<file path="src/sv/qs_pkg.sv">
package qs_pkg;

    // Fixed-point format and field widths
    localparam int FRAC_BITS        = 14;
    localparam int ONE_I            = 1 << FRAC_BITS;
    localparam int DATA_W           = 16;
    localparam int BLEND_W          = 15;
    localparam int THR_W            = 15;
    localparam int THR_RESET        = 16;
    localparam int CORDIC_STEPS_DEF = 16;
    localparam int FIFO_DEPTH_DEF   = 4;

    // Angle and CORDIC datapath
    localparam int ANG_W     = 34;
    localparam int ANG_SHIFT = 30 - FRAC_BITS;
    localparam int ANGLE_W   = 32;
    localparam int SINE_W    = 31;

    // Square root and divider widths
    localparam int SQ_STEPS = FRAC_BITS + 1;
    localparam int SQW      = 2 * FRAC_BITS + 3;
    localparam int DOT_W    = 2 * DATA_W + 2;
    localparam int PW       = DATA_W + SINE_W + 1;
    localparam int DVW      = PW + 1 - ANG_SHIFT;

    typedef logic signed [ANG_W-1:0]  ang_t;
    typedef logic signed [DATA_W-1:0] comp_t;
    typedef logic [BLEND_W-1:0]       frac_t;

    localparam ang_t ANG_HALF_PI = 34'sd1686629713;
    localparam ang_t ANG_PI      = 34'sd3373259426;
    localparam ang_t CORDIC_GAIN = 34'sd652032874;
    localparam ang_t Q30_ONE     = 34'sd1073741824;
    localparam frac_t ONE_F      = frac_t'(ONE_I);

    // atan(2^-i) in Q30
    localparam ang_t ATAN_TAB [32] = '{
        34'sd843314857, 34'sd497837829, 34'sd263043836, 34'sd133525158,
        34'sd67021686,  34'sd33543515,  34'sd16775850,  34'sd8388437,
        34'sd4194282,   34'sd2097149,   34'sd1048575,   34'sd524287,
        34'sd262143,    34'sd131071,    34'sd65535,     34'sd32767,
        34'sd16383,     34'sd8191,      34'sd4095,      34'sd2047,
        34'sd1024,      34'sd512,       34'sd256,       34'sd128,
        34'sd64,        34'sd32,        34'sd16,        34'sd8,
        34'sd4,         34'sd2,         34'sd1,         34'sd0
    };

    typedef enum logic [1:0] {
        PATH_COPY  = 2'd0,
        PATH_MID   = 2'd1,
        PATH_BLEND = 2'd2
    } path_t;

    // One classified request as it moves from front to back
    typedef struct packed {
        path_t                      path;
        comp_t [3:0]                a;
        comp_t [3:0]                b;
        frac_t                      u;
        logic signed [FRAC_BITS:0]  c;
        logic [FRAC_BITS:0]         s;
    } item_t;

endpackage

</file>
<file path="src/sv/qs_fifo.sv">
module qs_fifo #(
    parameter int DEPTH = qs_pkg::FIFO_DEPTH_DEF
) (
    input  logic           clk,
    input  logic           rst_n,
    input  logic           push,
    input  qs_pkg::item_t  push_data,
    output logic           full,
    input  logic           pop,
    output qs_pkg::item_t  pop_data,
    output logic           empty
);
    import qs_pkg::*;

    localparam int PTR_W = (DEPTH > 1) ? $clog2(DEPTH) : 1;
    localparam int CNT_W = $clog2(DEPTH + 1);

    item_t              mem [DEPTH];
    logic [PTR_W-1:0]   wr_ptr_reg, wr_ptr_next;
    logic [PTR_W-1:0]   rd_ptr_reg, rd_ptr_next;
    logic [CNT_W-1:0]   count_reg, count_next;

    assign full     = (count_reg == CNT_W'(DEPTH));
    assign empty    = (count_reg == '0);
    assign pop_data = mem[rd_ptr_reg];

    // Pointer and fill count update
    always_comb
    begin
        wr_ptr_next = wr_ptr_reg;
        rd_ptr_next = rd_ptr_reg;
        count_next  = count_reg;
        if (push)
        begin
            wr_ptr_next = (wr_ptr_reg == PTR_W'(DEPTH - 1)) ? '0 : wr_ptr_reg + 1'b1;
        end
        if (pop)
        begin
            rd_ptr_next = (rd_ptr_reg == PTR_W'(DEPTH - 1)) ? '0 : rd_ptr_reg + 1'b1;
        end
        if (push && !pop)
        begin
            count_next = count_reg + 1'b1;
        end
        else if (pop && !push)
        begin
            count_next = count_reg - 1'b1;
        end
    end

    always_ff @(posedge clk or negedge rst_n)
    begin
        if (!rst_n)
        begin
            wr_ptr_reg <= '0;
            rd_ptr_reg <= '0;
            count_reg  <= '0;
        end
        else
        begin
            wr_ptr_reg <= wr_ptr_next;
            rd_ptr_reg <= rd_ptr_next;
            count_reg  <= count_next;
        end
    end

    // Storage
    always_ff @(posedge clk)
    begin
        if (push)
        begin
            mem[wr_ptr_reg] <= push_data;
        end
    end

endmodule

</file>
<file path="config.mk">
export PLATFORM = sky130hd
export DESIGN_NAME = qs_fifo
export DESIGN_NICKNAME = d
export VERILOG_FILES = /design/src/sv/qs_pkg.sv /design/src/sv/qs_fifo.sv
export SDC_FILE = /design/constraint.sdc
export NUM_CORES = 1
export LEC_CHECK = 0
export BUFFER_PORTS_ARGS = -buffer_cell sky130_fd_sc_hd__buf_2
export CAP_MARGIN = 20
export CORE_MARGIN = 3
export CORE_UTILIZATION = 55
export DETAILED_ROUTE_END_ITERATION = 8
export PLACE_DENSITY = 0.85
export REMOVE_ABC_BUFFERS = 1
export SKIP_LAST_GASP = 1
export SLEW_MARGIN = 20
export SYNTH_ARGS = -nofsm -noshare
export SYNTH_HDL_FRONTEND = slang
export SYNTH_SLANG_ARGS = --single-unit
export TNS_END_PERCENT = 50
</file>
<file path="constraint.sdc">
create_clock -name clk -period 9.8 [get_ports clk]
set_input_delay 0.98 -clock clk [delete_from_list [all_inputs] [get_ports clk]]
set_output_delay 0.98 -clock clk [all_outputs]
set_load 0.02 [all_outputs]
</file>
== Yosys cells after proc, flatten, opt, wreduce, memory -nomap -nowiden ==
Memory sizes are Yosys's and may differ from the RTL's.
Index checks and enable logic that the tools add are counted.

* $add $sub $neg: 4
* Equal/unequal tests: 3
* Muxes and demuxes: 6
* Reduce and logical (&&, ||, !) cells: 6

{| class="wikitable"
|+ Operators by type and width
! kind !! number
|-
| $mux 3 || 2
|-
| $add 2x1->2 const B || 2
|-
| $eq 2x2->1 const B || 2
|-
| $mux 2 || 2
|-
| $add 3x1->3 const B || 1
|-
| $eq 3x3->1 const B || 1
|-
| $logic_not 3->1 || 1
|-
| $sub 3x1->3 const B || 1
|-
| $logic_and 1x1->1 || 2
|-
| $logic_not 1->1 || 2
|-
| $mux 1 || 2
|-
| $reduce_bool 2->1 || 1
|}

* Bits in registers: 7
* RAM bits: 700
* Output and inout port bits: 177
* Logic and storage cells: 23
* Memories: 1

{| class="wikitable"
|+ Memories
! memory !! depth !! bits a word !! read ports !! clocked after memory_dff !! write ports !! RTL line !! source
|-
| mem || 4 || 175 || 1 || 0 || 1 || qs_fifo.sv:18 || <nowiki>item_t mem [DEPTH];</nowiki>
|}

== Longest topological paths before layout ==
Gate-level depths: netlist (run 1).

* Depth after elaboration: 4
* Gate-level depth with buffers: 7
* Depth with buffers taken out: 7

== Worst setup path before layout (run 1) ==
OpenSTA, ideal clock, no wires.

* Path kind: input to register
* Start: input push
* End: memory mem[2][0] (netlist name) (enable)
* Data arrival time: 4,960 ps
* Required time: 9,244 ps
* Path slack: 4,284 ps
* Stages on the path: 1
* Path buffers: 0
* Path through: and2_1

* Word-level cells in the longest chain between the ends: 2

{| class="wikitable"
|+ Ends and longest elaborated chain
! item !! RTL line !! source
|-
| from (decl) || qs_fifo.sv:6 || <nowiki>input logic push,</nowiki>
|-
| $mux 1 || qs_fifo.sv:70 || <nowiki>if (push)</nowiki>
|-
| $mux 1 (not written as such) || qs_fifo.sv:72 || <nowiki>mem[wr_ptr_reg] <= push_data;</nowiki>
|-
| to (decl) || qs_fifo.sv:18 ||
|}

Every way passes these cells.

==> results of run 1 <==
-- final cells by class --
cell class / instances / area, um^2 / area share
Multi-Input combinational cell: 201 / 4173 / 0.1377
Antenna cell: 17 / 42.54 / 0.001404
Clock inverter: 43 / 305.3 / 0.01008
Tap cell: 600 / 750.7 / 0.02478
Clock buffer: 82 / 1903 / 0.06281
Timing Repair Buffer: 368 / 1907 / 0.06293
Inverter: 4 / 15.01 / 0.0004955
Sequential cell: 707 / 21200 / 0.6998
-- kinds of logic after synthesis --
group | Yosys count | share of synthesized area
AND/OR/NAND/NOR | 11 | 0.002193
XOR/XNOR | 3 | 0.001024
adder cells (fa/ha/maj) | 7 | 0.003705
AO/OA/AOI/OAI | 2 | 0.0003900
buffers and inverters | 44 | 0.01209
multiplexers | 178 | 0.1549
flip-flops | 707 | 0.8257
-- routing by layer --
metal  GRT usage  share of wire
met1      0.2693           0.36
met2      0.3536           0.53
met3     0.06435          0.086
met4     0.08008          0.026
met5           0         0.0011
-- cells in the mapped netlist --
| cell | number |
|---|---|
| and2_1 | 4 |
| mux4_2 | 175 |
| ha_1 | 6 |
| fa_1 | 1 |
| nand2_1 | 2 |
| nor3b_1 | 1 |
| mux2_2 | 3 |
| dfrtp_1 | 7 |
| nor3_1 | 1 |
| buf_2 | 20 |
| o21ai_0 | 2 |
| xor2_1 | 2 |
| clkbuf_1 | 4 |
| nor2_1 | 3 |
| buf_6 | 16 |
| xnor2_1 | 1 |
| inv_1 | 4 |
| edfxtp_1 | 700 |
-- stage by stage --
step                setup slack, ns  cells    util
floorplan                     1.262    912       -
global placement              6.139   1879  0.6122
detailed placement            6.121   1879  0.6122
CTS                           5.481   2004  0.6604
global route                  5.322   2015  0.6616
finish                        5.601   2022  0.6620
-- report_power, final --
group	switching, mW	internal [mW]	total (mW)
logic	1.66	1.11	2.78
clock network	1.08	1.47	2.55
registers	0.210	3.88	4.09
total	2.96	6.46	9.42
-- worst max-delay path by stage --
| stage | end | depth (start not counted) | start | slack (ns) |
|---|---|---|---|---|
| global route | pop_data[70] | 3 | rd_ptr_reg[0] | 5.32 |
| finish | pop_data[52] | 3 | rd_ptr_reg[0] | 5.60 |
| CTS | pop_data[39] | 3 | rd_ptr_reg[0] | 5.48 |
| floorplan | pop_data[0] | 1 | rd_ptr_reg[0] | 1.26 |
| global placement | pop_data[75] | 3 | rd_ptr_reg[0] | 6.14 |
| detailed placement | pop_data[39] | 3 | rd_ptr_reg[0] | 6.12 |
-- worst reg2reg max path, stage by stage, from the launching register on --
cell,delay (ns)
dfrtp_1,0.41
inv_1,0.11
ha_1,0.15
and2_4,0.77
buf_4,0.84
==> results.yml, run 1 <==
outcome:
  status: "completed"
finish:
  stdcell_area_mm2: 0.03030
  largest_reg_flops: 700
  final_cell_mix: "edfxtp_1, buf_2, mux4_2"
  drive_gt1_frac: 0.4655
  layout_commonest_cell: "edfxtp_1"
  syn_to_final_growth_pct: 18.04
  fill_cells: 2763
  fin_nets: 1539
timing:
  maxSlewViolCount: 0
  fmaxAchievable_ghz: 0.2382
  fin_crit_sh: 0.4284
  min_period_ns: 4.199
  worstMarginPinSlew_ns: 1.031
  tns_ns: 0
  skew_ns: 0.02276
  grt_setup_unrepaired: "false"
  holdWs_ns: 0.2405
  hold_viol: 0
  slew_headroom: 0.3125
  finalSetupViolations: 0
routing:
  routedWlPerCell_um: 25.96
  vias: 11710
  drt-initial-drc-count: 878
  dr.pass1.iters: 5
  viasPerCell: 5.789
  drt-total-wl_um: 52480
  drcViolationCount: 0
  ant_nets: 0
run:
  drv_cap: 0
place:
  portBuffers: 355
  gp_congestion: 0.7367
  place_area_mm2: 0.02802
  hpwlAfterDp_um: 30140
synth:
  syn_area_per_cell_um2: 26.96
  synth_cell_types: 18
  ys_seq_area_frac: 0.8257
  yosys-top-cells-area: "edfxtp_1, mux4_2, buf_6"
  yosysWarnings: 0
  synth_top_area_frac: 0.8189
  netlist_area_mm2: 0.02567
  synth_area_leader_cell: "edfxtp_1"
  synth_cells: 952
  ys_seq_elements: 707
floorplanning:
  num_rows: 78
  die_h_um: 222.0
  start_util: 0.5608
  coreArea_mm2: 0.04577
  die_w_um: 222.0
  die_area_mm2: 0.04930
  io_pins: 356
setup_path:
  crit_required_ns: 8.82
  crit_chain: "buf_4, mux4_2, buf_2"
  cp_top_family: "buffers and inverters"
  end_kind: "primary output"
  arrival_ns: 3.22
  crit_path_start_kind: "register"
  critical_path_buf_inv_count: 2
  r2r_start: "wr_ptr_reg[0]"
  r2r_cells: 4
  slowest_delay_ns: 0.89
  cp_slowest_cell: "dfrtp_4"
  path_max_fanout: 49
  reg2reg_to: "mem[2][47]"
  path_class: "reg2out"
  r2r_slack_ns: 7.02
power:
  cellPowerDensity_mw_per_mm2: 310.9
  power_mw: 9.421
  peakVddDrop_uv: 218.2
  leakage_nw: 10.29
clock_tree:
  cts.sinks: 707
  clk_path_buf_depth: 3
  post_cts_buffers: 0
  cts_max_level: 3
  tritoncts: "yes"
  path_clk_slew_ns: 0.06
  holdBufCountCts: 0
  cts_root_buffer: "clkbuf_16"
  numCtsBuffers: 71
  cts.repair.resized: 0
  clock_latency_ns: 0.60
global_routing:
  grt_pass1_vias: 12560
  grt.total_usage: 0.2131
  grt_pass1_wl_um: 78670
  antenna_found_initial: 19
  global_route.overflow_total: 0
  grt_max_degree: 95
worst_hold_path:
  hp-class: "in2async"
No activity file was read; power rests on OpenSTA's default activity.
==> run 2, diff against run 1 <==
Clock period 9.8 ns to 3.95 ns, I/O delays scaled along.
==> run 2 against run 1 <==
Net effect: sequential power increased by 150%; non-clock buffer count rose by 175; flip-flop and latch count stayed put; total power grew to 2.6 times the previous value; cell area rose by 6.4%; wire length is 7.8% higher; critical path type unchanged; clock skew fell by 0.0079 ns; combinational power rose to 2.6 times the previous value; cell count increased by 7.9%; first-iteration DRC count is 12% higher; sequential share of layout area shrank 4.2 points; largest power group unchanged.
==> results.yml, run 2 (synthesized netlist as in run 1, its figures left out) <==
finish:
  largest_reg_flops: 700
  stdcell_area_mm2: 0.03223
  layout_commonest_cell: "edfxtp_1"
  post-route-util: 0.7041
  drive_gt1_frac: 0.4176
  syn_to_final_growth_pct: 25.55
  fin_nets: 1713
  fin_cells: 2181
  final_cell_mix: "edfxtp_1, buf_2, mux4_2"
global_routing:
  antenna_found_initial: 3
  grt_pass1_vias: 13560
  global_route.overflow_total: 0
  grt_pass1_wl_um: 87320
  grt.total_usage: 0.2352
  grt_max_degree: 83
routing:
  viasPerCell: 5.735
  drt-total-wl_um: 56550
  routedWlPerCell_um: 25.93
  drt-initial-drc-count: 986
  drcViolationCount: 0
  ant_nets: 0
  vias: 12510
  dr.pass1.iters: 5
timing:
  finalWorstSetupSlack_ns: 0.7287
  holdWs_ns: 0.04821
  grt_setup_unrepaired: "false"
  min_period_ns: 3.221
  skew_ns: 0.01487
  tns_ns: 0
  worstMarginPinSlew_ns: 0.9870
  hold_viol: 0
  fin_crit_sh: 0.8155
  finalSetupViolations: 0
  slew_headroom: 0.3420
  fmaxAchievable_ghz: 0.3104
  maxSlewViolCount: 0
clock_tree:
  tritoncts: "yes"
  cts_root_buffer: "clkbuf_16"
  clk_path_buf_depth: 3
  post_cts_buffers: 0
  path_clk_slew_ns: 0.06
  cts_max_level: 3
  numCtsBuffers: 70
  clock_latency_ns: 0.59
  cts.sinks: 707
floorplanning:
  die_w_um: 222.0
  num_rows: 78
  die_h_um: 222.0
  io_pins: 356
  start_util: 0.5608
  coreArea_mm2: 0.04577
  die_area_mm2: 0.04930
setup_path:
  path_class: "reg2out"
  end_kind: "primary output"
  crit_chain: "buf_4, mux4_2, buf_2"
  cp_slowest_cell: "dfrtp_4"
  path_max_fanout: 37
  arrival_ns: 2.83
  crit_required_ns: 3.56
  r2r_cells: 4
  crit_path_start_kind: "register"
  slowest_delay_ns: 0.95
  cp.depth: 3
  cp_top_family: "flip-flops"
  critical_path_buf_inv_count: 2
power:
  p_int_mw: 16.54
  leakage_nw: 11.11
  cellPowerDensity_mw_per_mm2: 746.3
  clock_power_share: 0.275
  swShare: 0.3121
  power_mw: 24.05
  power_frac_seq: 0.423
  peakVddDrop_uv: 498.7
  p_comb_frac: 0.301
  p_sw_mw: 7.507
worst_hold_path:
  whs_path_depth: 1
  hp-class: "in2reg"
outcome:
  status: "completed"
place:
  post-place-ws_ns: 1.286
  hpwlAfterDp_um: 30680
  placed_cells: 1890
  place_area_mm2: 0.02829
  portBuffers: 355
  gp_congestion: 0.7307
run:
  drv_cap: 0
run 2: cell count changes in the layout (fill, tap and decap cells not counted), sizes merged:
cell,before,now
diode,17,3
buf,368,378
inv,9,10
clkinv,31,22
dlygate4sd3,0,165
bufinv,3,8
clkbuf,82,85
clkinvlp,4,2
run 2: what timing repair did:
action / CTS / global route
endpoints found under the hold margin: 654 / 0
gates resized for setup: 0 / 0
hold buffers: 165 / 0
run 2: layout make-up:
class | instances | area (um^2)
antenna | 3 | 7.507
tap | 600 | 750.7
clock inverter | 38 | 404.1
timing repair buffer | 543 | 3801
clock buffer | 85 | 1872
multi-input combinational | 201 | 4173
inverter | 4 | 15.01
sequential | 707 | 21200
fill | 2503 | 13550
run 2: worst register-to-register path: stages, from the launching register on:
cell	delay (ns)
dfrtp_1	0.41
inv_1	0.11
ha_1	0.15
and2_4	0.69
buf_12	0.35
run 2: final timing paths:
kind                                    start            end  slack [ns]
worst max-delay path            rd_ptr_reg[0]   pop_data[51]        0.73
worst min-delay path            push_data[93]     mem[1][93]        0.05
worst max register to register  wr_ptr_reg[0]    mem[2][133]        1.84
worst min register to register   count_reg[2]   count_reg[2]        0.51
max in group asynchronous               rst_n  rd_ptr_reg[1]        3.55
min in group asynchronous               rst_n  rd_ptr_reg[0]        0.21
run 2: power groups by stage:
stage          sequential [mW]  clock, mW  combinational (mW)
6_report                  10.2       6.62                7.25
5_1_grt                   10.3       7.05                7.66
4_1_cts                   10.2       6.72                7.32
3_5_place_dp              10.3          0                7.11
3_3_place_gp              10.2          0                7.07
2_1_floorplan             10.6          0                4.06
run 2: per-layer routing:
metal,track usage,up-vias,wire length [um]
li1,-,5305,-
met1,0.3087,6593,21100
met2,0.4027,537,30300
met3,0.05269,71,4025
met4,0.06708,2,1113
met5,0,-,13
